### config.mk
export PLATFORM = sky130hd
export DESIGN_NAME = lmof_outlier
export DESIGN_NICKNAME = d
export VERILOG_FILES = /design/src/rtl/lattice_median_outlier_filter_defines.svh /design/src/rtl/lmof_pkg.sv /design/src/rtl/lmof_outlier.sv
export SDC_FILE = /design/constraint.sdc
export NUM_CORES = 1
export LEC_CHECK = 0
export ABC_AREA = 1
export BUFFER_PORTS_ARGS = -buffer_cell sky130_fd_sc_hd__buf_2
export CAP_MARGIN = 20
export CORE_MARGIN = 5
export CORE_UTILIZATION = 45
export CTS_CLUSTER_DIAMETER = 60
export CTS_CLUSTER_SIZE = 28
export DETAILED_ROUTE_END_ITERATION = 8
export GPL_TIMING_DRIVEN = 0
export PLACE_DENSITY = 0.64
export SYNTH_ARGS = -nofsm -noshare
export SYNTH_HDL_FRONTEND = slang
export SYNTH_SLANG_ARGS = --single-unit
### constraint.sdc
create_clock -name clk -period 7.35 [get_ports clk]
set_input_delay 0.735 -clock clk [delete_from_list [all_inputs] [get_ports clk]]
set_output_delay 0.735 -clock clk [all_outputs]
set_load 0.01 [all_outputs]
### src/rtl/lattice_median_outlier_filter_defines.svh
// Assertion macros shared by the lattice median outlier filter RTL.
`ifndef LATTICE_MEDIAN_OUTLIER_FILTER_DEFINES_SVH
`define LATTICE_MEDIAN_OUTLIER_FILTER_DEFINES_SVH

// Same-cycle implication, checked outside reset.
`define LMOF_ASSERT_IMPLY(lbl, ante, cons, msg) \
    lbl: assert property (@(posedge clk) disable iff (!rst_n) (ante) |-> (cons)) \
        else $error(msg);

// Next-cycle implication, checked outside reset.
`define LMOF_ASSERT_NEXT(lbl, ante, cons, msg) \
    lbl: assert property (@(posedge clk) disable iff (!rst_n) (ante) |=> (cons)) \
        else $error(msg);

`endif

### src/rtl/lmof_pkg.sv
// Shared constants, types and helpers of the lattice median outlier filter.
package lmof_pkg;

    localparam int IMG_W      = 64;
    localparam int IMG_H      = 64;
    localparam int MAX_RADIUS = 3;

    localparam int PIX_W      = 16;
    localparam int POS_W      = 6;
    localparam int STEP_W     = 7;
    localparam int RAD_W      = 2;
    localparam int THR_W      = 16;
    localparam int PASS_W     = 8;
    localparam int CFG_IDX_W  = 3;
    localparam int CFG_DATA_W = 16;

    localparam int NPIX     = IMG_W * IMG_H;
    localparam int ADDR_W   = $clog2(NPIX);
    localparam int WIN_SIDE = 2 * MAX_RADIUS + 1;
    localparam int NWIN     = WIN_SIDE * WIN_SIDE;
    localparam int WIN_AW   = $clog2(NWIN);
    localparam int CNT_W    = $clog2(NWIN + 1);
    localparam int KW       = $clog2(WIN_SIDE);
    localparam int MAX_DIM  = (IMG_W > IMG_H) ? IMG_W : IMG_H;
    // signed coordinate wide enough for a point plus or minus a full window reach
    localparam int CW       = $clog2(MAX_DIM + MAX_RADIUS * 128) + 2;

    typedef enum logic [1:0] {
        CMD_WRITE = 2'd0,
        CMD_RUN   = 2'd1,
        CMD_READ  = 2'd2,
        CMD_NOP   = 2'd3
    } cmd_t;

    localparam logic [CFG_IDX_W-1:0] REG_RADIUS  = 3'd0;
    localparam logic [CFG_IDX_W-1:0] REG_THRESH  = 3'd1;
    localparam logic [CFG_IDX_W-1:0] REG_PASSES  = 3'd2;
    localparam logic [CFG_IDX_W-1:0] REG_START_X = 3'd3;
    localparam logic [CFG_IDX_W-1:0] REG_START_Y = 3'd4;
    localparam logic [CFG_IDX_W-1:0] REG_STEP_X  = 3'd5;
    localparam logic [CFG_IDX_W-1:0] REG_STEP_Y  = 3'd6;

    typedef enum logic [4:0] {
        S_INIT,
        S_IDLE,
        S_READ,
        S_CLEAR,
        S_LSTART,
        S_PT,
        S_GATHER,
        S_CENTER,
        S_CWAIT,
        S_CAND,
        S_CANDW,
        S_COUNT,
        S_EVAL,
        S_EVAL2,
        S_DEC,
        S_PEND,
        S_DONE
    } state_t;

    typedef logic signed [CW-1:0] coord_t;

    typedef struct packed {
        logic clr;
        logic en;
    } rank_ctl_t;

    typedef struct packed {
        logic                    valid;
        logic signed [PIX_W-1:0] value;
    } dec_t;

    function automatic logic [ADDR_W-1:0] img_addr(input coord_t x, input coord_t y);
        logic [ADDR_W-1:0] xa;
        logic [ADDR_W-1:0] ya;
        xa = ADDR_W'($unsigned(x));
        ya = ADDR_W'($unsigned(y));
        return ADDR_W'(xa * ADDR_W'(IMG_H) + ya);
    endfunction

endpackage

### src/rtl/lmof_outlier.sv
// Two-stage outlier test: replace p by m when 1024|p-m| > t(3|m|+|p|).
module lmof_outlier
    import lmof_pkg::*;
(
    input  logic                    clk,
    input  logic                    rst_n,
    input  logic                    start,
    input  logic signed [PIX_W-1:0] p,
    input  logic signed [PIX_W-1:0] m,
    input  logic [THR_W-1:0]        thr,
    output dec_t                    dec
);

    localparam int DIFF_W = PIX_W + 1;
    localparam int LHS_W  = PIX_W + 10;
    localparam int SUM_W  = PIX_W + 2;
    localparam int RHS_W  = THR_W + SUM_W;

    logic signed [DIFF_W-1:0] diff;
    logic [DIFF_W-1:0]        abs_d;
    logic [DIFF_W-1:0]        abs_p;
    logic [DIFF_W-1:0]        abs_m;

    logic                    v1_reg, v2_reg;
    logic [LHS_W-1:0]        lhs1_reg, lhs2_reg;
    logic [SUM_W-1:0]        sum_reg;
    logic signed [PIX_W-1:0] p1_reg, p2_reg, m1_reg, m2_reg;
    logic [RHS_W-1:0]        rhs_reg;

    // absolute values at one bit of headroom
    always_comb
    begin
        diff  = DIFF_W'(p) - DIFF_W'(m);
        abs_d = diff[DIFF_W-1] ? DIFF_W'(-diff) : DIFF_W'(diff);
        abs_p = p[PIX_W-1] ? DIFF_W'(-DIFF_W'(p)) : DIFF_W'(p);
        abs_m = m[PIX_W-1] ? DIFF_W'(-DIFF_W'(m)) : DIFF_W'(m);
    end

    // valid pipeline
    always_ff @(posedge clk or negedge rst_n)
    begin
        if (!rst_n)
        begin
            v1_reg <= 1'b0;
            v2_reg <= 1'b0;
        end
        else
        begin
            v1_reg <= start;
            v2_reg <= v1_reg;
        end
    end

    // stage one: scaled error and weighted magnitude; stage two: multiply
    always_ff @(posedge clk)
    begin
        lhs1_reg <= LHS_W'(abs_d) << 10;
        sum_reg  <= SUM_W'(abs_m) * SUM_W'(3) + SUM_W'(abs_p);
        p1_reg   <= p;
        m1_reg   <= m;
        lhs2_reg <= lhs1_reg;
        rhs_reg  <= RHS_W'(thr) * RHS_W'(sum_reg);
        p2_reg   <= p1_reg;
        m2_reg   <= m1_reg;
    end

    assign dec.valid = v2_reg;
    assign dec.value = (RHS_W'(lhs2_reg) > rhs_reg) ? m2_reg : p2_reg;

endmodule

---- Word level (Yosys, flattened, before mapping) ----
Cells that the tools add are included.
Widths: inputs -> output; s select.
storage, ports and cells
  flip-flop bits (word level) ............. 150
  input port bits ......................... 51
  output and inout bits ................... 17
  word-level logic and storage cells ...... 22
operators by class
  $add $sub $neg .......................... 5
  multipliers ............................. 2
  $lt $le $gt $ge ......................... 1
  muxes and demuxes ....................... 4
operators with widths
  kind                   number
  $gt 26x34->1           1
  $mul 16x18->34         1
  $mux 17                2
  $neg 16->17            2
  $mux 16                2
  $add 18x17->18         1
  $mul 17x2->18 const B  1
  $sub 16x16->17         1
  $neg 16->16            1

---- Longest topological paths before layout ----
  depth after elaboration ................. 4
  mapped depth ............................ 28
  gate-level depth less buffers ........... 25

---- Least setup slack after synthesis ----
OpenSTA, ideal clock, no wires.
  kind .................................... input to register
  start ................................... in thr[12]
  end ..................................... reg rhs_reg[31]
  setup time .............................. 0.072 ns
  data arrival time ....................... 5.805 ns
  data required time ...................... 7.278 ns
  path slack .............................. 1.474 ns
  stages .................................. 22
  cells stage by stage .................... clkbuf_1 clkbuf_1 nand2_1 fa_1 inv_1 fa_1 fa_1 fa_1 fa_1 inv_1 fa_1 inv_1 ha_1 nand2_1 nor2_1 inv_1 nor3_1 nand4_1 nand3b_1 nand2_1 nand3_1 xor2_1
on the way
  cells in the longest elaborated chain, start to end .. 1
ends and longest elaborated chain
  element               RTL line            RTL
  start, declared       lmof_outlier.sv:10  input logic [THR_W-1:0] thr,
  $mul 16x18->34        lmof_outlier.sv:62  rhs_reg <= RHS_W'(thr) * RHS_W'(sum_reg);
  end signal, assigned  lmof_outlier.sv:62
  end, declared         lmof_outlier.sv:28  logic [RHS_W-1:0] rhs_reg;
Every way passes these cells.

---- Final worst setup path ----
  start ................................... reg sum_reg[9]
  end ..................................... reg rhs_reg[31]
on the way
  cells in the longest elaborated chain, start to end .. 1
ends and longest elaborated chain
  element                 RTL line            RTL
  start, declared         lmof_outlier.sv:26  logic [SUM_W-1:0] sum_reg;
  start signal, assigned  lmof_outlier.sv:58  sum_reg <= SUM_W'(abs_m) * SUM_W'(3) + SUM_W'(abs_p);
  $mul 16x18->34          lmof_outlier.sv:62
Every way passes these cells.

==> metrics.md <==
| Metric | Value |
|---|---|
| Fin. Hold Viols | 0 |
| Vias per cell | 4.96 |
| # DRC | 0 |
| Most frequent cells in the layout | 548 x nand2_1, 518 x inv_1, 240 x fa_1, 158 x ha_1, 147 x dfxtp_1 |
| RSZ-0062 raised after global routing | false |
| Largest net degree at the start of global routing | 17 |
| Worst Tran Pin Value | 0.834 ns |
| TNS Setup | 0 ns |
| Register area share after synthesis | 0.178 |
| CP arrival | 7.04 ns |
| Top cell by count, worst path | fa_1 |
| Cts repair resizes | 0 |
| Hold Buf Count CTS | 0 |
| Crit Path Max Fanout | 10 |
| Hold Path Class | in2async |
| First-pass DRT Iterations | 7 |
| Critical path endpoint category | flip-flop |
| Final Setup Violations | 0 |
| Max Cap Viol | 0 |
| Clock slew at reported path FFs | 0.07 ns |
| Commonest non-fill, non-tap cell in the layout | nand2_1 |
| Post-route ant nets | 0 |
| PortBufs | 51 |
| Syn Inst Count | 2152 |
| CTS tree | yes |
| Clk buf depth | 2 |
| Post-layout net count | 2672 |
| Initial antenna violation count | 0 |
| Gpl congestion | 0.929 |
| Final global-route overflow total | 0 |
| Die ar. | 0.0413 sq mm |
| Io pins | 68 |
| Family with the most delay on the worst path | adder cells |
| R2R cell count | 22 |
| Clock sink total | 149 |
| Syn_area_per_cell | 7.80 sq um |
| Row Count | 70 |
| Hold WS | 0.0712 ns |
| Routed WL per cell | 15.5 microns |
| Layout cell share with drive strength beyond 1 | 0.0528 |
| Slowest stage cell, crit path | clkbuf_1 |
| Largest stage delay on the critical path | 0.63 ns |
| Max frequency | 0.149 GHz |
| CTS root buffer | clkbuf_16 |
| Fin crit period | 6.71 ns |
| Library cells used by synthesis | 49 |
| Worst path required time | 7.69 ns |
| Post-place instance area | 0.0176 sq mm |
| Routed WL | 41900 microns |
| Number of synthesized register bits | 149 |
| GR Util All Layers | 0.212 |
| First-pass GRT wire length | 70600 microns |
| Core area | 0.0367 sq mm |
| Final period utilization | 0.913 |
| Cell area after layout | 0.0182 sq mm |
| Worst reg2reg path startpoint | sum_reg[9] |
| Cell Area, Synth | 0.0168 sq mm |
| Post-CTS setup buffers | 0 |
| Via count | 13400 |
| Area delta synth->final | 8.48% |
| R2R Setup Slk | 0.64 ns |
| Status | finished clean |
| Relative slew slack | 0.444 |
| Worst r2r dst | rhs_reg[31] |
| Buffers & Inverters on Critical Path | 6 |
| Die H | 203 microns |
| ANT cells | 0 |
| Max-slew violations | 0 |
| Clock skew | 0.0118 ns |
| H-tree Lvls | 4 |
| CP cell instances | clkbuf_1 > clkbuf_1 > nand2_1 > fa_1 > inv_1 > fa_1 > fa_1 > fa_1 > fa_1 > inv_1 > fa_1 > inv_1 > ha_1 > nand2_1 > nor2_1 > inv_1 > nor3_1 > nand4_1 > nand3b_1 > nand2_1 > nand3_1 > xor2_1 |
| Dpl hpwl | 35500 microns |
| Initial core utilization | 0.458 |
| Vias in the first global route | 14000 |
| CTS buffer count | 17 |
| Max reg flops | 34 |
| Clock Latency Late Sink | 0.43 ns |
| Critical setup path kind | reg2reg |
| DRT iter0 DRCs | 838 |
| Die Wd | 203 microns |
| Crit path launch type | flip-flop |
| Yosys warnings | 0 |
[worst max-delay path by stage]
stage	endpoint	cells past startpoint	slack (ns)	from
6_report	rhs_reg[31]	22	0.64	sum_reg[9]
3_3_place_gp	rhs_reg[31]	22	0.35	thr[12]
2_1_floorplan	rhs_reg[31]	22	1.47	thr[12]
5_1_grt	rhs_reg[31]	22	0.30	sum_reg[9]
3_5_place_dp	rhs_reg[31]	22	0.36	thr[12]
4_1_cts	rhs_reg[31]	22	0.68	sum_reg[5]
[metal layers]
layer	share of wire	vias to the layer above	wire length [microns]	track usage
met2	0.47	378	19700	0.354
met5	0	-	0	0
met4	0.024	0	993	0.0523
met3	0.064	59	2660	0.0355
li1	-	6518	-	-
met1	0.44	6462	18500	0.289
[cell type report]
class	count	area (sq um)
Timing Repair Buffer	51	255
Clock buffer	18	439
Buffer	77	323
Multi-Input combinational cell	1409	11500
Inverter	518	1940
Sequential cell	149	2990
Fill cell	3652	18500
Clock inverter	14	140
Tap cell	468	586
[metrics by stage]
| stage | setup slack (ns) | util | cells |
|---|---|---|---|
| finish | 0.643 | 0.496 | 2704 |
| global route | 0.302 | 0.496 | 2704 |
| CTS | 0.676 | 0.496 | 2704 |
| detailed placement | 0.359 | 0.481 | 2672 |
| global placement | 0.352 | 0.481 | 2672 |
| floorplan | 1.47 | - | 2153 |
[cell usage after synthesis (all sizes together)]
cell type / n / area share
nand2: 562 / 0.13
inv: 518 / 0.12
fa: 240 / 0.29
ha: 158 / 0.12
dfxtp: 147 / 0.18
nor2: 89 / 0.020
nand3: 75 / 0.024
a21oi: 74 / 0.022
clkbuf: 68 / 0.015
xor2: 53 / 0.028
o21ai: 50 / 0.015
xnor2: 25 / 0.013
nand4: 20 / 0.0078
nor3: 16 / 0.0051
buf: 9 / 0.0040
nand3b: 6 / 0.0027
nor4: 6 / 0.0022
a21o: 4 / 0.0018
a31oi: 4 / 0.0015
o21bai: 4 / 0.0018
or2: 4 / 0.0015
and2: 3 / 0.0013
o21a: 3 / 0.0013
a21boi: 2 / 0.00089
and3: 2 / 0.00074
dfrtp: 2 / 0.0030
o211ai: 2 / 0.00089
a211oi: 1 / 0.00045
conb: 1 / 0.00022
o211a: 1 / 0.00060
o22ai: 1 / 0.00037
o31a: 1 / 0.00052
o41ai: 1 / 0.00052
[worst reg2reg max path: stages, from the launching register on]
cell	delay, ns
dfxtp_1	0.31
clkbuf_1	0.52
clkbuf_1	0.64
nand2_1	0.17
fa_1	0.56
inv_1	0.05
fa_1	0.46
fa_1	0.54
fa_1	0.52
fa_1	0.56
inv_1	0.06
fa_1	0.54
inv_1	0.05
ha_1	0.36
nand2_1	0.12
nor2_1	0.16
inv_1	0.06
nor3_1	0.26
nand4_1	0.14
nand3b_1	0.21
nand2_1	0.08
nand3_1	0.08
xor2_1	0.18
[cells by family (layout without fill, tap and decap cells)]
| group | count (synthesis) | in the layout | share of synthesized area |
|---|---|---|---|
| fa+ha+maj | 398 | 398 | 0.404 |
| xor+xnor | 78 | 78 | 0.0411 |
| other cells | 1 | 2 | 0.000223 |
| buf+inv | 595 | 678 | 0.135 |
| simple gates | 783 | 783 | 0.193 |
| compound gates | 148 | 148 | 0.0483 |
| flops | 149 | 149 | 0.178 |
Power is left out: the tool's default activity adds up to more than one toggle a clock period on the data nets, which glitch-free logic cannot reach.
