$ cat config.mk
export PLATFORM = sky130hd
export DESIGN_NAME = lmof_rank
export DESIGN_NICKNAME = d
export VERILOG_FILES = /design/src/rtl/lattice_median_outlier_filter_defines.svh /design/src/rtl/lmof_pkg.sv /design/src/rtl/lmof_rank.sv
export SDC_FILE = /design/constraint.sdc
export NUM_CORES = 1
export LEC_CHECK = 0
export ABC_AREA = 1
export BUFFER_PORTS_ARGS = -buffer_cell sky130_fd_sc_hd__buf_2
export CELL_PAD_IN_SITES_DETAIL_PLACEMENT = 0
export CELL_PAD_IN_SITES_GLOBAL_PLACEMENT = 1
export CORE_MARGIN = 2
export CORE_UTILIZATION = 35
export DETAILED_ROUTE_END_ITERATION = 10
export PLACE_DENSITY_LB_ADDON = 0.1
export SETUP_SLACK_MARGIN = 0.3
export SYNTH_ARGS = -nofsm -noshare
export SYNTH_HDL_FRONTEND = slang
export SYNTH_SLANG_ARGS = --single-unit
export TNS_END_PERCENT = 10
$ cat constraint.sdc
create_clock -name clk -period 2.2 [get_ports clk]
set_input_delay 0.22 -clock clk [delete_from_list [all_inputs] [get_ports clk]]
set_output_delay 0.22 -clock clk [all_outputs]
set_load 0.03 [all_outputs]
$ cat src/rtl/lattice_median_outlier_filter_defines.svh
// Assertion macros shared by the lattice median outlier filter RTL.
`ifndef LATTICE_MEDIAN_OUTLIER_FILTER_DEFINES_SVH
`define LATTICE_MEDIAN_OUTLIER_FILTER_DEFINES_SVH

// Same-cycle implication, checked outside reset.
`define LMOF_ASSERT_IMPLY(lbl, ante, cons, msg) \
    lbl: assert property (@(posedge clk) disable iff (!rst_n) (ante) |-> (cons)) \
        else $error(msg);

// Next-cycle implication, checked outside reset.
`define LMOF_ASSERT_NEXT(lbl, ante, cons, msg) \
    lbl: assert property (@(posedge clk) disable iff (!rst_n) (ante) |=> (cons)) \
        else $error(msg);

`endif

$ cat src/rtl/lmof_pkg.sv
// Shared constants, types and helpers of the lattice median outlier filter.
package lmof_pkg;

    localparam int IMG_W      = 64;
    localparam int IMG_H      = 64;
    localparam int MAX_RADIUS = 3;

    localparam int PIX_W      = 16;
    localparam int POS_W      = 6;
    localparam int STEP_W     = 7;
    localparam int RAD_W      = 2;
    localparam int THR_W      = 16;
    localparam int PASS_W     = 8;
    localparam int CFG_IDX_W  = 3;
    localparam int CFG_DATA_W = 16;

    localparam int NPIX     = IMG_W * IMG_H;
    localparam int ADDR_W   = $clog2(NPIX);
    localparam int WIN_SIDE = 2 * MAX_RADIUS + 1;
    localparam int NWIN     = WIN_SIDE * WIN_SIDE;
    localparam int WIN_AW   = $clog2(NWIN);
    localparam int CNT_W    = $clog2(NWIN + 1);
    localparam int KW       = $clog2(WIN_SIDE);
    localparam int MAX_DIM  = (IMG_W > IMG_H) ? IMG_W : IMG_H;
    // signed coordinate wide enough for a point plus or minus a full window reach
    localparam int CW       = $clog2(MAX_DIM + MAX_RADIUS * 128) + 2;

    typedef enum logic [1:0] {
        CMD_WRITE = 2'd0,
        CMD_RUN   = 2'd1,
        CMD_READ  = 2'd2,
        CMD_NOP   = 2'd3
    } cmd_t;

    localparam logic [CFG_IDX_W-1:0] REG_RADIUS  = 3'd0;
    localparam logic [CFG_IDX_W-1:0] REG_THRESH  = 3'd1;
    localparam logic [CFG_IDX_W-1:0] REG_PASSES  = 3'd2;
    localparam logic [CFG_IDX_W-1:0] REG_START_X = 3'd3;
    localparam logic [CFG_IDX_W-1:0] REG_START_Y = 3'd4;
    localparam logic [CFG_IDX_W-1:0] REG_STEP_X  = 3'd5;
    localparam logic [CFG_IDX_W-1:0] REG_STEP_Y  = 3'd6;

    typedef enum logic [4:0] {
        S_INIT,
        S_IDLE,
        S_READ,
        S_CLEAR,
        S_LSTART,
        S_PT,
        S_GATHER,
        S_CENTER,
        S_CWAIT,
        S_CAND,
        S_CANDW,
        S_COUNT,
        S_EVAL,
        S_EVAL2,
        S_DEC,
        S_PEND,
        S_DONE
    } state_t;

    typedef logic signed [CW-1:0] coord_t;

    typedef struct packed {
        logic clr;
        logic en;
    } rank_ctl_t;

    typedef struct packed {
        logic                    valid;
        logic signed [PIX_W-1:0] value;
    } dec_t;

    function automatic logic [ADDR_W-1:0] img_addr(input coord_t x, input coord_t y);
        logic [ADDR_W-1:0] xa;
        logic [ADDR_W-1:0] ya;
        xa = ADDR_W'($unsigned(x));
        ya = ADDR_W'($unsigned(y));
        return ADDR_W'(xa * ADDR_W'(IMG_H) + ya);
    endfunction

endpackage

$ cat src/rtl/lmof_rank.sv
// Shared compare-and-count unit: ranks a candidate against streamed window values.
module lmof_rank
    import lmof_pkg::*;
(
    input  logic                    clk,
    input  logic                    rst_n,
    input  rank_ctl_t               ctl,
    input  logic signed [PIX_W-1:0] sample,
    input  logic signed [PIX_W-1:0] cand,
    output logic [CNT_W-1:0]        lt_cnt,
    output logic [CNT_W-1:0]        le_cnt
);

    logic [CNT_W-1:0] lt_reg, lt_next;
    logic [CNT_W-1:0] le_reg, le_next;

    // count samples below and not above the candidate
    always_comb
    begin
        lt_next = lt_reg;
        le_next = le_reg;
        if (ctl.clr)
        begin
            lt_next = '0;
            le_next = '0;
        end
        else if (ctl.en)
        begin
            if (sample < cand)
            begin
                lt_next = lt_reg + CNT_W'(1);
            end
            if (sample <= cand)
            begin
                le_next = le_reg + CNT_W'(1);
            end
        end
    end

    always_ff @(posedge clk or negedge rst_n)
    begin
        if (!rst_n)
        begin
            lt_reg <= '0;
            le_reg <= '0;
        end
        else
        begin
            lt_reg <= lt_next;
            le_reg <= le_next;
        end
    end

    assign lt_cnt = lt_reg;
    assign le_cnt = le_reg;

endmodule

After elaboration in Yosys (flattened, before gate mapping)
Cells that the tools add are included.

Register bits: 12. Bits in latches: 0. Memory bits (writable): 0. ROM bits: 0. Input port bits: 36. Output and inout port bits: 12. Memories: 0.

Add/subtract/negate cells: 2. Multipliers: 0. Divide/modulo/power cells: 0. Magnitude comparators: 2. Equality and inequality tests: 0. Shifts and indexed selects: 0. Mux-type cells: 6. Bitwise logic cells: 0. Reductions and logical operators: 5.

Operators with widths (number): 6-bit 2-to-1 mux (6); 16-bit less-or-equal comparator (1); 16-bit less-than comparator (1); 6-bit by 1-bit adder with 6-bit output (second input constant) (2); 2-bit nonzero test (3); 2-bit AND reduction (2).

Longest topological paths before layout
Gate-level depths: netlist (run 1).

Depth in word-level cells: 4. Mapped depth: 15. Gate-level depth less buffers: 15.

Worst setup path after synthesis (run 1)
OpenSTA, ideal clock, no wires.

Kind: in2reg. Start point: in cand[11]. End point: reg le_reg[3], in the netlist le_cnt[3]. Setup time: 119 ps. Arrival time: 1414 ps. Required time: 2081 ps. Path slack: 666 ps. Stages: 13. Buffers on the path: 1. Cell sequence: inv_1 > ha_1 > nand2_1 > inv_1 > nand2_1 > nand2_1 > a21oi_1 > nand4_1 > nand3_2 > nand2_4 > buf_8 > nand3_1 > nand2_1.

Longest elaborated chain between the ends: 3.

RTL lines: start: declaration (line lmof_rank.sv:9) `input logic signed [PIX_W-1:0] cand,`; 16-bit less-or-equal comparator (line lmof_rank.sv:33) `if (sample <= cand)`; 2-bit nonzero test (no line); 2-bit AND reduction (no line); end signal: assignment (line lmof_rank.sv:50) `le_reg <= le_next;`; end: declaration (line lmof_rank.sv:15) `logic [CNT_W-1:0] le_reg, le_next;`.

Every way passes these cells. A chain may end at the register's enable or synchronous reset.

Worst setup path in the final report (run 1)
Start point: in sample[11]. End point: reg le_reg[5], in the netlist le_cnt[5].

Longest elaborated chain between the ends: 3.

RTL lines: start: declaration (line lmof_rank.sv:8) `input logic signed [PIX_W-1:0] sample,`; 16-bit less-or-equal comparator (line lmof_rank.sv:33); 2-bit nonzero test (no line); 2-bit AND reduction (no line).

Every way passes these cells.

==> results of run 1 <==
-- sequential cells by signal, indices dropped and copies added, names as in the netlist --
name and cells:
lt_cnt 6, le_cnt 6
-- path summary, 6_finish.rpt --
kind	end	slack, ns
hold reg to reg	lt_cnt[3]	0.51
hold / removal	lt_cnt[4]	0.25
min in group asynchronous	lt_cnt[2]	0.35
setup / recovery	le_cnt[5]	0.73
max in group asynchronous	le_cnt[3]	1.64
setup reg to reg	le_cnt[4]	0.90
-- logic make-up after synthesis --
kind of cell,Yosys count
and+or+nand+nor,84
AOI/OAI and AO/OA,10
adders and majority gates,18
buffers and inverters,35
xor gates and xnor gates,5
DFF,12
-- power by group --
group          internal (uW)  switching, uW  total, uW  leakage [uW]
Clock                    101           74.9        176     0.0000210
Combinational           85.4            127        212      0.000759
Sequential               235           17.3        252      0.000165
-- worst reg2reg max path, stage by stage, from the launching register on --
cell and delay, ns:
dfrtp_1 0.45, ha_1 0.24, nand2_1 0.07, inv_1 0.05
nand2_1 0.06, xor2_1 0.14, inv_1 0.05, nand4_1 0.08
nand2_1 0.06
-- metal layers --
layer  GRT usage  vias up  wire length [um]  part of all wire
met4      0.0182        0                 0                 0
li1            -      620                 -                 -
met3      0.0504        0               163             0.066
met1       0.197      503              1200              0.49
met5           0        -                 0                 0
met2       0.243       29              1100              0.45
-- cell type report --
cell class	instances	area [um2]	share of cell area
clock buffers	4	36.3	0.0246
inverters	34	128	0.0865
multi-input cells	117	711	0.482
flip-flops and latches	12	300	0.204
well taps	44	55.1	0.0373
repair buffers	48	245	0.166
-- cells in the final DEF, fill, tap and decap left out --
| cell type | n |
|---|---|
| ha_1 | 18 |
| buf_2 | 47 |
| nand3_2 | 1 |
| o21ai_0 | 2 |
| nand4_1 | 7 |
| nor2_1 | 10 |
| xnor2_1 | 1 |
| xor2_1 | 4 |
| inv_1 | 33 |
| nand3_1 | 14 |
| nand3b_1 | 2 |
| nand2_1 | 45 |
| o21ai_2 | 2 |
| a21oi_1 | 5 |
| clkbuf_4 | 3 |
| dfrtp_1 | 12 |
| clkinv_1 | 1 |
| clkbuf_8 | 1 |
| o21a_1 | 1 |
| nor2_2 | 1 |
| nand2_4 | 1 |
| dlygate4sd3_1 | 1 |
| or2_2 | 3 |
-- metrics by stage --
step                total power [uW]  hold slack, ns   util  setup WS, ns
global route                     694           0.262  0.475         0.512
detailed placement               470           0.114  0.460         0.421
global placement                 462           0.111  0.460         0.447
CTS                              653           0.237  0.475         0.725
finish                           640           0.254  0.475         0.727
floorplan                        396         -0.0756      -         0.666
==> qor.yml, run 1 <==
outcome:
  outcome: "finished, final reports clean"
logic_synthesis:
  yosysWarningCount: 0
  synth_fa_ha_area_frac: 0.195
  syn_area_per_cell_um2: 7.03
  synth_most_common_cell: "nand2_1"
  synth_mux_area_frac: 0
  synthFlopType: "dfrtp_1"
  ys_ff_latch: 12
  syn_inst: 164
  synth_compound_area_frac: 0.0521
  synthTopCellsByCount: "45 x nand2_1, 33 x inv_1, 18 x ha_1, 14 x nand3_1, 12 x dfrtp_1"
  syn_nets: 218
  netlist_top_cells_area: "dfrtp_1 26%, ha_1 20%, nand2_1 15%, inv_1 11%, nand3_1 6.1%"
  synth_cell_types: 20
  synth-edff-count: 0
  synthSimpleGateAreaFrac: 0.331
  ys_async_sr_fraction: 1.00
  ys_seq_area_frac: 0.260
  synth_largest_area_cell: "dfrtp_1"
  synth_top_family_by_area: "simple AND/OR/NAND/NOR gates"
  synth_top_cell_area_share: 0.260
  synth-xor-area-share: 0.0380
  synth_area_um2: 1150
critical_path:
  crit-reg2reg-launch: "le_cnt[0]"
  start_kind: "input pin"
  end_kind: "flop"
  path_cells: "buf_2 -> ha_1 -> nand2_1 -> inv_1 -> nand2_1 -> nand2_1 -> a21oi_1 -> nand3_1 -> nand2_1 -> nand3_1 -> nand4_1 -> nand2_1"
  cp_common_cell: "nand2_1"
  required_ns: 2.37
  critPathBufInv: 2
  worstSetupStartpoint: "sample[11]"
  cpMaxStageDelayCell: "ha_1"
  worst-r2r-cell-count: 8
  cp_num_cells: 12
  path_delay_family: "simple AND/OR/NAND/NOR gates"
  crit_type: "input pin to flop"
  cp_data_arrival_time_ns: 1.64
  cpPeakStageDelay_ns: 0.29
  critPathMaxFanout: 6
finish:
  nFillCells: 326
  final_area_um2: 1480
  final_nets: 270
  n_antenna_cell: 0
  drive_gt1_frac: 0.274
  syn2layout_area_growth_pct: 27.9
  final_cell_count_no_fill: 259
die:
  coreArea_um2: 3100
  initial_core_util: 0.372
  die_y_um: 61.4
  die-area_um2: 3770
  core.rowCount: 20
  die_w_um: 61.4
  io_pins: 48
sta:
  rsz0062_at_grt: "no"
  min_period_ns: 1.47
  skew_ns: 0.00294
  max_slew_margin: 0.777
  finalSetupViolations: 0
  fin_setup_tns_ns: 0
  fmax_ghz: 0.679
  period_share: 0.670
  finalHoldViolations: 0
  slew_violations: 0
  worst_pin_slew_ns: 0.332
placement:
  place_congestion: 0.774
  post-dp-hpwl_um: 2010
  place_area_um2: 1430
  portBuffers: 47
  placedCellCount: 254
power:
  vdd.ir_drop.worst_mv: 0.237
  power_density_nw_per_um2: 434
  leakagePower_uw: 0.000944
clock_tree:
  cts_setup_buffers: 0
  cts_sinks: 12
  cts_inserted_buffers: 3
  cts_resized: 0
  postCtsHoldBufs: 1
  cts_tree: "built"
  insertion_delay_ns: 0.27
  clkTransAtPathRegs_ns: 0.08
  cts.htree.levels: 1
  root_buffer: "clkbuf_4"
  cts.path.max_buffers: 2
worst_hold_path:
  whs_path_depth: 4
  hold_path_class: "input pin to flop"
  worstHoldStart: "ctl[1]"
routing:
  dr_total_vias: 1152
  wl_per_cell_um: 9.49
  drt_wl_total_um: 2460
  viasPerCell: 4.45
  ant_nets: 0
  drt_iter0_markers: 50
  dr.pass1.iters: 4
  drc: 0
global_routing:
  antenna_found_initial: 0
  grt_pass1_vias: 1032
  grt-ovfl-total: 0
  grt_max_degree: 18
  grt_pass1_wl_um: 4220
  track_usage: 0.149
run:
  drv_cap: 0
(Power assumes the default switching activity.)
==> run 2, diff against run 1 <==
--- a/config.mk
+++ b/config.mk
@@ -10,7 +10,7 @@
 export CELL_PAD_IN_SITES_DETAIL_PLACEMENT = 0
 export CELL_PAD_IN_SITES_GLOBAL_PLACEMENT = 1
 export CORE_MARGIN = 2
-export CORE_UTILIZATION = 35
+export CORE_UTILIZATION = 29
 export DETAILED_ROUTE_END_ITERATION = 10
 export PLACE_DENSITY_LB_ADDON = 0.1
 export SETUP_SLACK_MARGIN = 0.3
==> constraint.sdc (replaced) <==
create_clock -name clk -period 1.3 [get_ports clk]
set_input_delay 0.13 -clock clk [delete_from_list [all_inputs] [get_ports clk]]
set_output_delay 0.13 -clock clk [all_outputs]
set_load 0.03 [all_outputs]
==> run 2 against run 1 <==
Against the previous run: the flow now finishes with violations (negative setup slack); via count grew 8.6%; sequential cell count is the same; register-to-register slack worse by 0.87 ns; first-iteration DRC count unchanged; core utilization rose by 4.2 points; die area increased by 19%; sequential power up 69%; total power is 120% higher; largest power group is now combinational logic; highest routed layer is now met4.
==> qor.yml, run 2 (synthesis gave the netlist of run 1 again) <==
outcome:
  outcome: "finished with violations"
  violations: "negative setup slack"
routing:
  wl_per_cell_um: 10.9
  drt_wl_total_um: 2980
  drt_iter0_markers: 50
  dr.pass1.iters: 4
  viasPerCell: 4.58
  dr_total_vias: 1251
  ant_nets: 0
  drc: 0
finish:
  final_common_cell: "nand2_1"
  final_util: 0.518
  layout_common_cells: "36 x nand2_1, 31 x buf_2, 23 x inv_1, 14 x buf_6, 12 x dfrtp_1"
  n_antenna_cell: 0
  multi_input_area_um2: 960
  drive_gt1_frac: 0.480
  final_nets: 280
  nFillCells: 381
  syn2layout_area_growth_pct: 68.0
  regArea_um2: 300
sta:
  slew_violations: 0
  finalSetupViolations: 12
  max_slew_margin: 0.810
  fmax_ghz: 0.729
  holdWs_ns: 0.191
  min_period_ns: 1.37
  fin_ws_ns: -0.0716
  finalHoldViolations: 0
  skew_ns: 0.00486
  period_share: 1.06
  worst_pin_slew_ns: 0.285
  rsz0062_at_grt: "yes"
clock_tree:
  cts_inserted_buffers: 3
  cts_tree: "built"
  clkTransAtPathRegs_ns: 0.06
  insertion_delay_ns: 0.25
  cts.htree.levels: 1
  cts.path.max_buffers: 2
  cts_sinks: 12
  root_buffer: "clkbuf_8"
global_routing:
  grt_max_degree: 13
  grt_pass1_vias: 1285
  track_usage: 0.156
  grt_pass1_wl_um: 5380
  antenna_found_initial: 0
  grt-ovfl-total: 0
critical_path:
  required_ns: 1.43
  critPathMaxFanout: 5
  start_kind: "input pin"
  cp_data_arrival_time_ns: 1.50
  crit_type: "input pin to flop"
  end_kind: "flop"
run:
  drv_cap: 0
placement:
  portBuffers: 47
  post-dp-hpwl_um: 2270
  place_congestion: 0.765
power:
  power_uw: 1390
  leakagePower_uw: 0.00105
  power_density_nw_per_um2: 718
  vdd.ir_drop.worst_mv: 0.622
die:
  die_y_um: 67.1
  io_pins: 48
  core.rowCount: 22
  initial_core_util: 0.308
  die-area_um2: 4500
  die_w_um: 67.1
  coreArea_um2: 3740
worst_hold_path:
  hold_path_class: "input pin to flop"
run 2: what timing repair did:
action                     4_1_cts  5_1_grt
buffers inserted                 2        0
cloned                           2        0
hold endpoints to repair        12        0
pin swaps                       27       13
gates resized for setup         41       17
setup endpoints to repair       20       23
hold buffers                     1        0
run 2: metal layers:
layer / global-route usage / routed length [um] / share of wire
met5: 0 / 0 / 0
met4: 0.0408 / 16 / 0.0054
met1: 0.194 / 1360 / 0.46
met3: 0.0321 / 133 / 0.045
met2: 0.271 / 1470 / 0.49
run 2: through the flow:
step,setup slack [ns],TNS (ns),cells,area (um2)
detailed placement,-0.482,-4.96,264,1590
finish,-0.0716,-0.538,273,1940
CTS,-0.0645,-0.537,273,1870
global route,-0.175,-1.84,273,1940
floorplan,-0.141,-1.40,164,1260
global placement,-0.403,-4.36,264,1590
run 2: area by class of cell:
cell class,count,share of cell area
clock buffer,4,0.0284
sequential,12,0.155
inverter,34,0.0813
timing repair buffer,56,0.209
tap,48,0.0310
multi-input combinational,119,0.495
run 2: path summary, 6_finish.rpt:
| kind | to | from | slack, ns | cells after the start |
|---|---|---|---|---|
| hold reg to reg | lt_cnt[3] | lt_cnt[3] | 0.53 | 2 |
| min in group asynchronous | le_cnt[1] | rst_n | 0.29 | 2 |
| setup reg to reg | le_cnt[4] | le_cnt[0] | 0.03 | 8 |
| max in group asynchronous | lt_cnt[1] | rst_n | 0.78 | 2 |
| hold / removal | lt_cnt[4] | ctl[1] | 0.19 | 4 |
| setup / recovery | lt_cnt[5] | cand[15] | -0.07 | 14 |
run 2: where the power goes:
group | switching [uW] | internal, uW | total (uW)
Sequential | 28.8 | 399 | 427
Clock | 151 | 268 | 419
Combinational | 294 | 251 | 545
Total | 474 | 918 | 1390
run 2: critical path: stages:
cell     delay [ns]
buf_8          0.07
inv_4          0.03
ha_4           0.26
nand2_4        0.05
nor2_4         0.12
nand2_2        0.08
nor2_2         0.10
nand2_1        0.07
nand4_1        0.16
nand3_4        0.18
nand2_8        0.14
inv_4          0.04
nand2_2        0.04
nand2_1        0.05
