`src/rtl/lattice_median_outlier_filter_defines.svh`:
```
// Assertion macros shared by the lattice median outlier filter RTL.
`ifndef LATTICE_MEDIAN_OUTLIER_FILTER_DEFINES_SVH
`define LATTICE_MEDIAN_OUTLIER_FILTER_DEFINES_SVH

// Same-cycle implication, checked outside reset.
`define LMOF_ASSERT_IMPLY(lbl, ante, cons, msg) \
    lbl: assert property (@(posedge clk) disable iff (!rst_n) (ante) |-> (cons)) \
        else $error(msg);

// Next-cycle implication, checked outside reset.
`define LMOF_ASSERT_NEXT(lbl, ante, cons, msg) \
    lbl: assert property (@(posedge clk) disable iff (!rst_n) (ante) |=> (cons)) \
        else $error(msg);

`endif

```
`src/rtl/lmof_ram.sv`:
```
// Generic single-write, single-read RAM with registered read data.
module lmof_ram #(
    parameter int DEPTH = 16,
    parameter int WIDTH = 8,
    localparam int AW   = $clog2(DEPTH)
) (
    input  logic             clk,
    input  logic             we,
    input  logic [AW-1:0]    waddr,
    input  logic [WIDTH-1:0] wdata,
    input  logic [AW-1:0]    raddr,
    output logic [WIDTH-1:0] rdata
);

    logic [WIDTH-1:0] mem [DEPTH];

    // write port
    always_ff @(posedge clk)
    begin
        if (we)
        begin
            mem[waddr] <= wdata;
        end
    end

    // registered read port
    always_ff @(posedge clk)
    begin
        rdata <= mem[raddr];
    end

endmodule

```
`config.mk`:
```
export PLATFORM = sky130hd
export DESIGN_NAME = lmof_ram
export DESIGN_NICKNAME = d
export VERILOG_FILES = /design/src/rtl/lattice_median_outlier_filter_defines.svh /design/src/rtl/lmof_ram.sv
export SDC_FILE = /design/constraint.sdc
export NUM_CORES = 1
export LEC_CHECK = 0
export BUFFER_PORTS_ARGS = -buffer_cell sky130_fd_sc_hd__buf_4
export CORE_ASPECT_RATIO = 1.2
export CORE_MARGIN = 8
export CORE_UTILIZATION = 30
export CTS_CLUSTER_DIAMETER = 120
export DETAILED_ROUTE_END_ITERATION = 16
export GPL_TIMING_DRIVEN = 0
export REMOVE_ABC_BUFFERS = 1
export SLEW_MARGIN = 20
export SYNTH_ARGS = -nofsm -noshare
export SYNTH_HDL_FRONTEND = slang
export SYNTH_SLANG_ARGS = --single-unit
```
`constraint.sdc`:
```
create_clock -name clk -period 2.6 [get_ports clk]
set_input_delay 0.52 -clock clk [delete_from_list [all_inputs] [get_ports clk]]
set_output_delay 0.52 -clock clk [all_outputs]
set_load 0.1 [all_outputs]
```
; ---- Word level (Yosys, flattened, before mapping)
; Memories as Yosys holds them, arrays and structs flattened. A register that Yosys moved wholly into a read port is not among the register bits.
; Index checks and enable logic that the tools add are counted.
[totals]
ff_bits = 0
mem_bits_rw = 128
elab_cells = 3
n_memories = 1
[mem_list]
columns = name, words, word_bits, rd, rd_ports_with_merged_regs, write_ports, line_no
row1 = mem, 16, 8, 1, 1, 1, lmof_ram.sv:15  ; logic [WIDTH-1:0] mem [DEPTH];
[op_classes]
muxes = 2
[op_table]
columns = cell, n
row1 = 1-bit 2-to-1 mux, 2

; ---- Depth between registers and ports, before layout
; Gate-level depths: netlist (run 1).
[depth]
ltp_word = 2
ltp_mapped = 5
mapped_depth_nobuf = 3

; ---- Worst setup path before layout (run 1)
; No wires, ideal clock.
[synth_path]
path_kind = input-to-reg
start = input waddr[2]
end = memory mem[0][0] (enable)
t_arrival_ns = 1.630
required_time_ns = 2.217
slack_ns = 0.587
stages = 2
path_buffers = 0
path_cell_list = or3b_2 > nor3_1
[synth_rtl]
columns = element, line_no
row1 = from (decl), lmof_ram.sv:9  ; input logic [AW-1:0] waddr,
row2 = to (decl), lmof_ram.sv:15
; Straight into the memory's write port.

; ---- Worst setup path after layout (run 1)
[layout_path]
start = input waddr[2]
end = memory mem[1][3] (enable)
; Straight into the memory's write port.

==> reports/qor.yml, run 1 <==
outcome: "complete, no violations"
fmax_ghz: 0.5362
io_pins: 26
worstMarginPinSlew_ns: 0.9572
port_buffers: 25
nNetsFinal: 284
final_max_slew_viol_count: 0
cts.path.max_buffers: 2
tns_ns: 0
ant_nets: 0
synth_cells: 229
die_w_um: 135.6
drive_gt1_share_pct: 28.06
wirelength_um: 9949
critical_path_class: "in2reg"
skew_ns: 0.004378
post_cts_buffers: 0
hold_buffers: 0
areaGrowthSynthToFinish_pct: 18.11
ys_seq_elements: 136
synth.top_cell.area_share_pct: 74.67
power.leakage_uw: 0.001996
grt_pass1_wl_um: 15010
nFillCells: 1517
cp_max_fo: 8
dieArea_um2: 21620
drtIter0Drc: 198
drv_cap: 0
gr-total-overflow: 0
muxShareOfSynthArea_pct: 15.02
dr_total_vias: 2332
dp_hpwl_um: 6110
critPathArrivalTime_ns: 1.90
cts_tree: "yes"
hold_viol: 0
r2r_cells: 3
synth_xor_area_share_pct: 0
grt_max_degree: 33
grt_usage_pct: 9.553
whs_path_depth: 1
vias_per_cell: 4.721
clockRootBuffer: "clkbuf_16"
min_path_type: "in2reg"
worst_ir_drop_vdd_v: 0.0004465
synth_largest_area_cell: "edfxtp_1"
start_kind: "input port"
max-slew-margin-rel_pct: 35.95
num_rows: 52
synth_compound_area_share_pct: 2.333
rsz0062_at_grt: "false"
yosysSeqAreaShare_pct: 77.78
seqCellArea_um2: 4004
final_cell_mix: "edfxtp_1 (128), buf_4 (28), mux4_2 (18)"
yosys_warnings: 0
crit_required_ns: 2.63
clock_latency_ns: 0.41
synth_area_leaders: "edfxtp_1 (75%), mux4_2 (7.9%), mux4_1 (7.1%)"
synth_adder_area_share_pct: 0
firstDrtPassIters: 4
grt_pass1_vias: 2532
endpoint_kind: "flop"
cts.sinks: 136
wl_per_cell_um: 20.14
synth-simple-area-share_pct: 3.184
htreeDepth: 4
period_needed_ns: 1.865
power_density_nw_per_um2: 809.4
diodes: 0
clk_pin_slew_ns: 0.05
antenna_found_initial: 0
ys_types: 19
die_h_um: 159.5
post_cts_resized: 0
setup_ws_ns: 0.7350
cts_buffers: 17
initial_core_util_pct: 30.55
core_area_um2: 16850
multi_input_area_um2: 1077
setup_violations: 0
place_congestion: 0.6678
synth_top_family_by_area: "multiplexers"
syn-cell-area_um2: 5147
fin_crit_sh_pct: 71.73
postSynthAreaPerCell_um2: 22.48
dp_worst_setup_slack_ns: 0.2628
drcViolationCount: 0
layout_commonest_cell: "edfxtp_1"
layout make-up:
type	count	area share [%]
clock buffer	18	7.059
clock inverter	13	1.461
multi-input combinational	83	17.72
sequential	136	65.86
tap	216	4.445
timing repair buffer	28	3.458
where the power goes:
part	switching (µW)	internal [µW]
Clock	841	1280
Sequential	11.9	2450
Combinational	232	104
worst paths after layout:
check | startpoint | to | slack, ns
setup / recovery | waddr[2] | mem[1][3]$_DFFE_PP_ | 0.73
hold / removal | wdata[3] | mem[0][3]$_DFFE_PP_ | 0.41
setup reg to reg | mem[11][0]$_DFFE_PP_ | rdata[0]$_DFF_P_ | 1.17
hold reg to reg | mem[12][2]$_DFFE_PP_ | rdata[2]$_DFF_P_ | 0.68
routing by layer:
layer	track usage (%)	wire length [µm]	vias to the layer above
met5	0	0	-
met4	4.704	193	0
met3	3.378	592	16
met2	14.27	4758	55
met1	11.97	4405	1217
li1	-	-	1044
state kept, by name, indices dropped and copies added, names as in the netlist:
signal,flops
mem,128
rdata,8
through the flow:
step | power (µW) | hold WS [ns] | instances | util (%) | area, µm²
floorplan | 2712 | 0.6189 | 219 | - | 5061
global placement | 2840 | 0.6665 | 460 | 32.75 | 5519
detailed placement | 2851 | 0.6721 | 463 | 33.00 | 5562
CTS | 4964 | 0.3947 | 494 | 36.08 | 6080
global route | 5073 | 0.4130 | 494 | 36.08 | 6080
finish | 4921 | 0.4110 | 494 | 36.08 | 6080
synthesized netlist by cell type:
cell,n
a22oi_1,16
and2_1,1
and2b_1,1
buf_2,3
buf_4,1
buf_6,3
clkdlybuf4s25_2,3
dfxtp_1,8
edfxtp_1,128
mux4_1,14
mux4_2,18
nand2_1,9
nand2b_1,2
nand3_1,1
nand3b_1,2
nor2_1,13
nor2b_1,1
nor3_1,4
or3b_2,1
cell families (layout without fill, tap and decap cells):
group,count (synthesis),after routing
compound gates,16,16
buf+inv,10,59
flops,136,136
mux,32,32
simple gates,35,35
critical path, cell delays in order:
cell	delay [ns]
buf_4	0.12
or3b_2	0.51
nor2_1	0.75
(Power assumes the default switching activity.)
==> run 2, diff against run 1 <==
--- a/config.mk
+++ b/config.mk
@@ -5,6 +5,7 @@
 export SDC_FILE = /design/constraint.sdc
 export NUM_CORES = 1
 export LEC_CHECK = 0
+export ABC_AREA = 1
 export BUFFER_PORTS_ARGS = -buffer_cell sky130_fd_sc_hd__buf_4
 export CORE_ASPECT_RATIO = 1.2
 export CORE_MARGIN = 8
==> constraint.sdc (replaced) <==
create_clock -name clk -period 1.6 [get_ports clk]
set_input_delay 0.32 -clock clk [delete_from_list [all_inputs] [get_ports clk]]
set_output_delay 0.32 -clock clk [all_outputs]
set_load 0.1 [all_outputs]
==> run 2 against run 1 <==
Clock-buffer cell count grew 6. Synthesized cell count is 140% higher. Final area rose by 11%. Combinational power rose by 90%. First-iteration DRC count increased by 23%. Sequential share of layout area fell by 6.4 points. Non-clock buffer count shrank 3. Critical path depth grew 5. Largest power group is now the clock network. Register-to-register slack lost 0.62 ns. Synthesized area grew 12%.
==> reports/qor.yml, run 2 <==
muxShareOfSynthArea_pct: 0  # -15 points
drcViolationCount: 0  # unchanged
port_buffers: 25  # unchanged
wirelength_um: 12230  # +23%
grt_usage_pct: 10.49  # +0.94 points
nFillCells: 1868  # +23%
drive_gt1_share_pct: 9.418  # -19 points
gr-total-overflow: 0  # unchanged
r2r-end: "rdata[5]$_DFF_P_"
clockRootBuffer: "clkbuf_16"
cts.sinks: 136  # unchanged
synth-simple-area-share_pct: 21.05  # +18 points
final_core_util_pct: 35.74  # -0.34 points
postSynthAreaPerCell_um2: 10.47  # -53%
synth_edf_count: 128  # unchanged
r2r-start: "mem[7][5]$_DFFE_PP_"
endpoint_kind: "flop"
synth_adder_area_share_pct: 0  # unchanged
synthArstFlopShare_pct: 0  # unchanged
place_congestion: 0.7766  # +16%
synth.top_cell.area_share_pct: 66.65  # -8.0 points
ant_nets: 0  # unchanged
final_cell_mix: "nand2_1 (173), edfxtp_1 (128), inv_1 (100)"
reg_top3: "mem (128), rdata (8)"
synth_top_family_by_area: "simple AND/OR/NAND/NOR gates"
synth_common_cells: "nand2_1 (173), edfxtp_1 (128), inv_1 (100)"
vias_per_cell: 4.337  # -8.1%
htreeDepth: 4  # unchanged
io_pins: 26  # unchanged
fin_crit_sh_pct: 90.12
rsz0062_at_grt: "false"
reg2reg_slack_ns: 0.55  # -0.62 ns
layout_commonest_cell: "nand2_1"
tns_ns: 0  # unchanged
period_needed_ns: 1.442
outcome: "complete, no violations"
clk_pin_slew_ns: 0.06  # about the same
hold_viol: 0  # unchanged
synth_compound_area_share_pct: 0  # -2.3 points
cts.path.max_buffers: 2  # unchanged
grt_pass1_wl_um: 18600  # +24%
setup_violations: 0  # unchanged
drv_cap: 0  # unchanged
core_area_um2: 18860  # +12%
ys.flop_type: "edfxtp_1"
power_density_nw_per_um2: 1297  # +60%
stdcell_count: 840  # +70%
die_h_um: 167.9  # +5.3%
synth_area_leaders: "edfxtp_1 (67%), nand2_1 (11%), nand3_1 (8.4%)"
hold_end: "mem[13][0]$_DFFE_PP_"
skew_ns: 0.006985  # +0.002607 ns
ys_seq_elements: 136  # unchanged
cts_buffers: 17  # unchanged
syn-cell-area_um2: 5767  # +12%
nNetsFinal: 589  # +110%
min_from: "wdata[0]"
synth_cells: 551  # +140%
synth_most_common_cell: "nand2_1"
fmax_ghz: 0.6935
total_power_uw: 8740  # +78%
whs_path_depth: 1  # unchanged
yosys_warnings: 0  # unchanged
dr_total_vias: 3643  # +56%
worst_ir_drop_vdd_v: 0.0006750  # +51%
antenna_found_initial: 0  # unchanged
num_rows: 55  # +5.8%
min_path_type: "in2reg"
diodes: 0  # unchanged
dp.cells: 808  # +75%
power.leakage_uw: 0.002842  # +42%
largest_reg_flops: 128  # unchanged
critPathArrivalTime_ns: 1.74  # -0.16 ns
grt_max_degree: 66  # +100%
regMostFlops: "mem"
dp_hpwl_um: 7178  # +17%
final_max_slew_viol_count: 0  # unchanged
max-slew-margin-rel_pct: 37.83  # +1.9 points
initial_core_util_pct: 30.58  # +0.037 points
areaGrowthSynthToFinish_pct: 16.86
yosysSeqAreaShare_pct: 69.43  # -8.4 points
start_kind: "input port"
cts_tree: "yes"
dieArea_um2: 23930  # +11%
ys_types: 12  # -7
worstMarginPinSlew_ns: 0.9292  # -0.02805 ns
crit_required_ns: 1.90  # -0.73 ns
die_w_um: 142.6  # +5.2%
firstDrtPassIters: 5  # +1
cp_max_fo: 65  # +57
synth_largest_area_cell: "edfxtp_1"
clock_latency_ns: 0.41  # about the same
drtIter0Drc: 244  # +23%
critical_path_class: "in2reg"
grt_pass1_vias: 3383  # +34%
wl_per_cell_um: 14.56  # -28%
r2r_cells: 6  # +3
synth_xor_area_share_pct: 0  # unchanged
[run 2: cell count changes after synthesis, sizes merged, moves of 16 or more]
cell   delta
nand2   +164
inv     +102
nand3    +96
mux4     -32
buf      +17
a22oi    -16
[run 2: power breakdown]
group	internal (µW)	total (µW)	switching, µW
logic	150	640	490
registers	3980	4000	19.7
clock network	2730	4100	1370
[run 2: how the worst max path moves through the flow]
| stage | startpoint | to | slack [ns] | cells after the start |
|---|---|---|---|---|
| floorplan | raddr[0] | rdata[2]$_DFF_P_ | 0.30 | 6 |
| global placement | raddr[0] | rdata[2]$_DFF_P_ | -0.81 | 8 |
| detailed placement | raddr[0] | rdata[2]$_DFF_P_ | -0.81 | 8 |
| CTS | raddr[0] | rdata[2]$_DFF_P_ | 0.11 | 8 |
| global route | raddr[0] | rdata[2]$_DFF_P_ | 0.01 | 8 |
| finish | raddr[0] | rdata[2]$_DFF_P_ | 0.16 | 8 |
[run 2: worst max-delay path, cell delays in order]
cell	delay, ns
buf_6	0.41
inv_4	0.40
nand2_1	0.15
nand2_1	0.06
nand2_1	0.05
nand3_1	0.10
nand3_1	0.14
nand2_1	0.08
[run 2: logic make-up (layout without fill, tap and decap cells)]
group         Yosys count  after routing
flops                 136            136
simple gates          289            289
buf+inv               126            159
[run 2: cell type report]
type / instances / area (µm²) / area share, %
multi-input combinational: 289 / 1214 / 18.01
clock inverter: 8 / 142.6 / 2.117
tap: 256 / 320.3 / 4.753
inverter: 102 / 385.4 / 5.719
sequential: 136 / 4004 / 59.41
timing repair buffer: 25 / 191.4 / 2.841
clock buffer: 24 / 481.7 / 7.148
[run 2: through the flow]
stage / worst slack, ns / hold WS (ns) / instance area [µm²]
after floorplan: 0.2995 / 0.4189 / 5600
after global placement: -0.8085 / 0.6309 / 6108
after detailed placement: -0.8079 / 0.6388 / 6108
after CTS: 0.1137 / 0.2169 / 6739
after global routing: 0.01130 / 0.2323 / 6739
final: 0.1581 / 0.2182 / 6739
[run 2: layer usage]
metal	track usage [%]	up-vias	share of wire, %
li1	-	1811	-
met5	0	-	0
met3	2.462	28	4.5
met1	11.80	1712	40
met2	17.95	92	52
met4	5.787	0	3.1
[run 2: timing repair]
action	4_1_cts	5_1_grt
setup buffers	0	0
resized for setup	2	0
hold buffers	0	0
endpoints found under the setup margin	8	0
hold endpoints to repair	0	0
==> run 3, diff against run 2 <==
--- a/config.mk
+++ b/config.mk
@@ -13,6 +13,7 @@
 export CTS_CLUSTER_DIAMETER = 120
 export DETAILED_ROUTE_END_ITERATION = 16
 export GPL_TIMING_DRIVEN = 0
+export RECOVER_POWER = 50
 export REMOVE_ABC_BUFFERS = 1
 export SLEW_MARGIN = 20
 export SYNTH_ARGS = -nofsm -noshare
==> constraint.sdc (replaced) <==
create_clock -name clk -period 1.6 [get_ports clk]
set_input_delay 0.08 -clock clk [delete_from_list [all_inputs] [get_ports clk]]
set_output_delay 0.08 -clock clk [all_outputs]
set_load 0.1 [all_outputs]
==> run 3 against run 2 <==
Final area barely moved. Clock-buffer cell count unchanged. Clock power about the same. Sequential power about the same. Core utilization hardly changed. Sequential cell count stayed put. Maximum frequency increased by 0.56%. Register-to-register slack barely moved. Largest power group unchanged.
==> reports/qor.yml, run 3 (synthesis gave the netlist of run 2 again) <==
whs_path_depth: 3  # +2
fmax_ghz: 0.6974  # +0.56%
place_congestion: 0.7766  # unchanged
setup_violations: 0  # unchanged
fin_crit_sh_pct: 89.62  # -0.50 points
grt_max_degree: 66  # unchanged
endpoint_kind: "flop"
hold_end: "rdata[2]$_DFF_P_"
cp_max_fo: 65  # unchanged
vias_per_cell: 4.338  # about the same
dr_total_vias: 3661  # +0.49%
grt_usage_pct: 10.50  # +0.012 points
cts_tree: "yes"
regMostFlops: "mem"
clk_pin_slew_ns: 0.06  # about the same
layout_commonest_cell: "nand2_1"
stdcell_count: 844  # +0.48%
cts_buffers: 17  # unchanged
wl_per_cell_um: 14.51  # -0.34%
drcViolationCount: 0  # unchanged
io_pins: 26  # unchanged
drv_cap: 0  # unchanged
worst_ir_drop_vdd_v: 0.0006744  # about the same
reg2reg_slack_ns: 0.55  # about the same
post_cts_buffers: 0  # unchanged
r2r-end: "rdata[5]$_DFF_P_"
r2r-start: "mem[7][5]$_DFFE_PP_"
rsz0062_at_grt: "false"
critPathArrivalTime_ns: 1.73  # about the same
die_h_um: 167.9  # unchanged
drive_gt1_share_pct: 7.823  # -1.6 points
initial_core_util_pct: 30.58  # unchanged
start_kind: "input port"
nNetsFinal: 593  # +0.68%
num_rows: 55  # unchanged
clockRootBuffer: "clkbuf_16"
wirelength_um: 12250  # +0.13%
dp_hpwl_um: 7178  # unchanged
skew_ns: 0.006262  # -0.0007230 ns
power.leakage_uw: 0.002824  # -0.60%
gr-total-overflow: 0  # unchanged
areaGrowthSynthToFinish_pct: 16.90  # about the same
largest_reg_flops: 128  # unchanged
whs_ns: 0.02389  # -0.1943 ns
htreeDepth: 4  # unchanged
drtIter0Drc: 236  # -3.3%
clock_latency_ns: 0.41  # about the same
final_max_slew_viol_count: 0  # unchanged
outcome: "complete, no violations"
diodes: 0  # unchanged
max-slew-margin-rel_pct: 38.07  # +0.24 points
antenna_found_initial: 0  # unchanged
dp.cells: 808  # unchanged
worstMarginPinSlew_ns: 0.9255  # -0.003642 ns
power_density_nw_per_um2: 1296  # about the same
grt_pass1_wl_um: 18660  # +0.30%
hold_viol: 0  # unchanged
port_buffers: 25  # unchanged
ant_nets: 0  # unchanged
core_area_um2: 18860  # unchanged
firstDrtPassIters: 5  # unchanged
grt_pass1_vias: 3407  # +0.71%
period_needed_ns: 1.434  # -0.007984 ns
final_cell_mix: "nand2_1 (173), edfxtp_1 (128), inv_1 (100)"
dieArea_um2: 23930  # unchanged
cts.path.max_buffers: 2  # unchanged
cts.sinks: 136  # unchanged
min_from: "raddr[3]"
crit_required_ns: 1.90  # about the same
reg_top3: "mem (128), rdata (8)"
r2r_cells: 6  # unchanged
min_path_type: "in2reg"
die_w_um: 142.6  # unchanged
final_core_util_pct: 35.75  # about the same
critical_path_class: "in2reg"
nFillCells: 1883  # +0.80%
## run 3: changes by cell type in the layout (fill, tap and decap cells not counted)
cell,delta
clkbuf_1,+9
buf_4,-8
dlygate4sd3_1,+4
buf_6,-1
## run 3: what timing repair did
| action | 4_1_cts | 5_1_grt |
|---|---|---|
| gates resized for setup | 1 | 0 |
| hold buffers | 4 | 0 |
| endpoints found under the hold margin | 64 | 0 |
| endpoints found under the setup margin | 8 | 0 |
## run 3: worst max-delay path by stage
stage | start | to
2_1_floorplan | raddr[0] | rdata[2]$_DFF_P_
3_3_place_gp | raddr[0] | rdata[2]$_DFF_P_
3_5_place_dp | raddr[0] | rdata[2]$_DFF_P_
4_1_cts | raddr[0] | rdata[2]$_DFF_P_
5_1_grt | raddr[0] | rdata[2]$_DFF_P_
6_report | raddr[0] | rdata[2]$_DFF_P_
## run 3: cell type report
cell class / count / area (µm²) / share of cell area (%)
clock buffers: 24 / 481.7 / 7.146
clock inverters: 8 / 142.6 / 2.116
inverters: 102 / 385.4 / 5.716
multi-input cells: 289 / 1214 / 18.00
flip-flops and latches: 136 / 4004 / 59.39
well taps: 256 / 320.3 / 4.751
repair buffers: 29 / 193.9 / 2.877
## run 3: through the flow
step	worst slack (ns)	total power (µW)	instance area [µm²]	setup TNS, ns
floorplan	0.5395	4460	5600	0
global placement	-0.5685	4718	6108	-4.230
detailed placement	-0.5679	4726	6108	-4.127
CTS	0.1231	8761	6775	0
global route	0.007641	8973	6741	0
finish	0.1660	8736	6741	0
## run 3: where the power goes
part | switching (µW) | total [µW] | internal, µW | leakage, µW
clock network | 1370 | 4090 | 2730 | 0.000304
logic | 491 | 637 | 146 | 0.00130
registers | 19.6 | 4010 | 3990 | 0.00122
## run 3: metal layers
metal	routed length [µm]	GRT usage, %	vias up
met4	363	5.787	0
met1	4983	11.83	1723
met2	6375	17.95	96
met3	524	2.462	25
met5	0	0	-
li1	-	-	1817
## run 3: worst max-delay path, cell delays in order
cell and delay, ns:
buf_4 0.57, inv_4 0.45, nand2_1 0.16, nand2_1 0.06, nand2_1 0.05, nand3_1 0.10
nand3_1 0.13, nand2_1 0.08
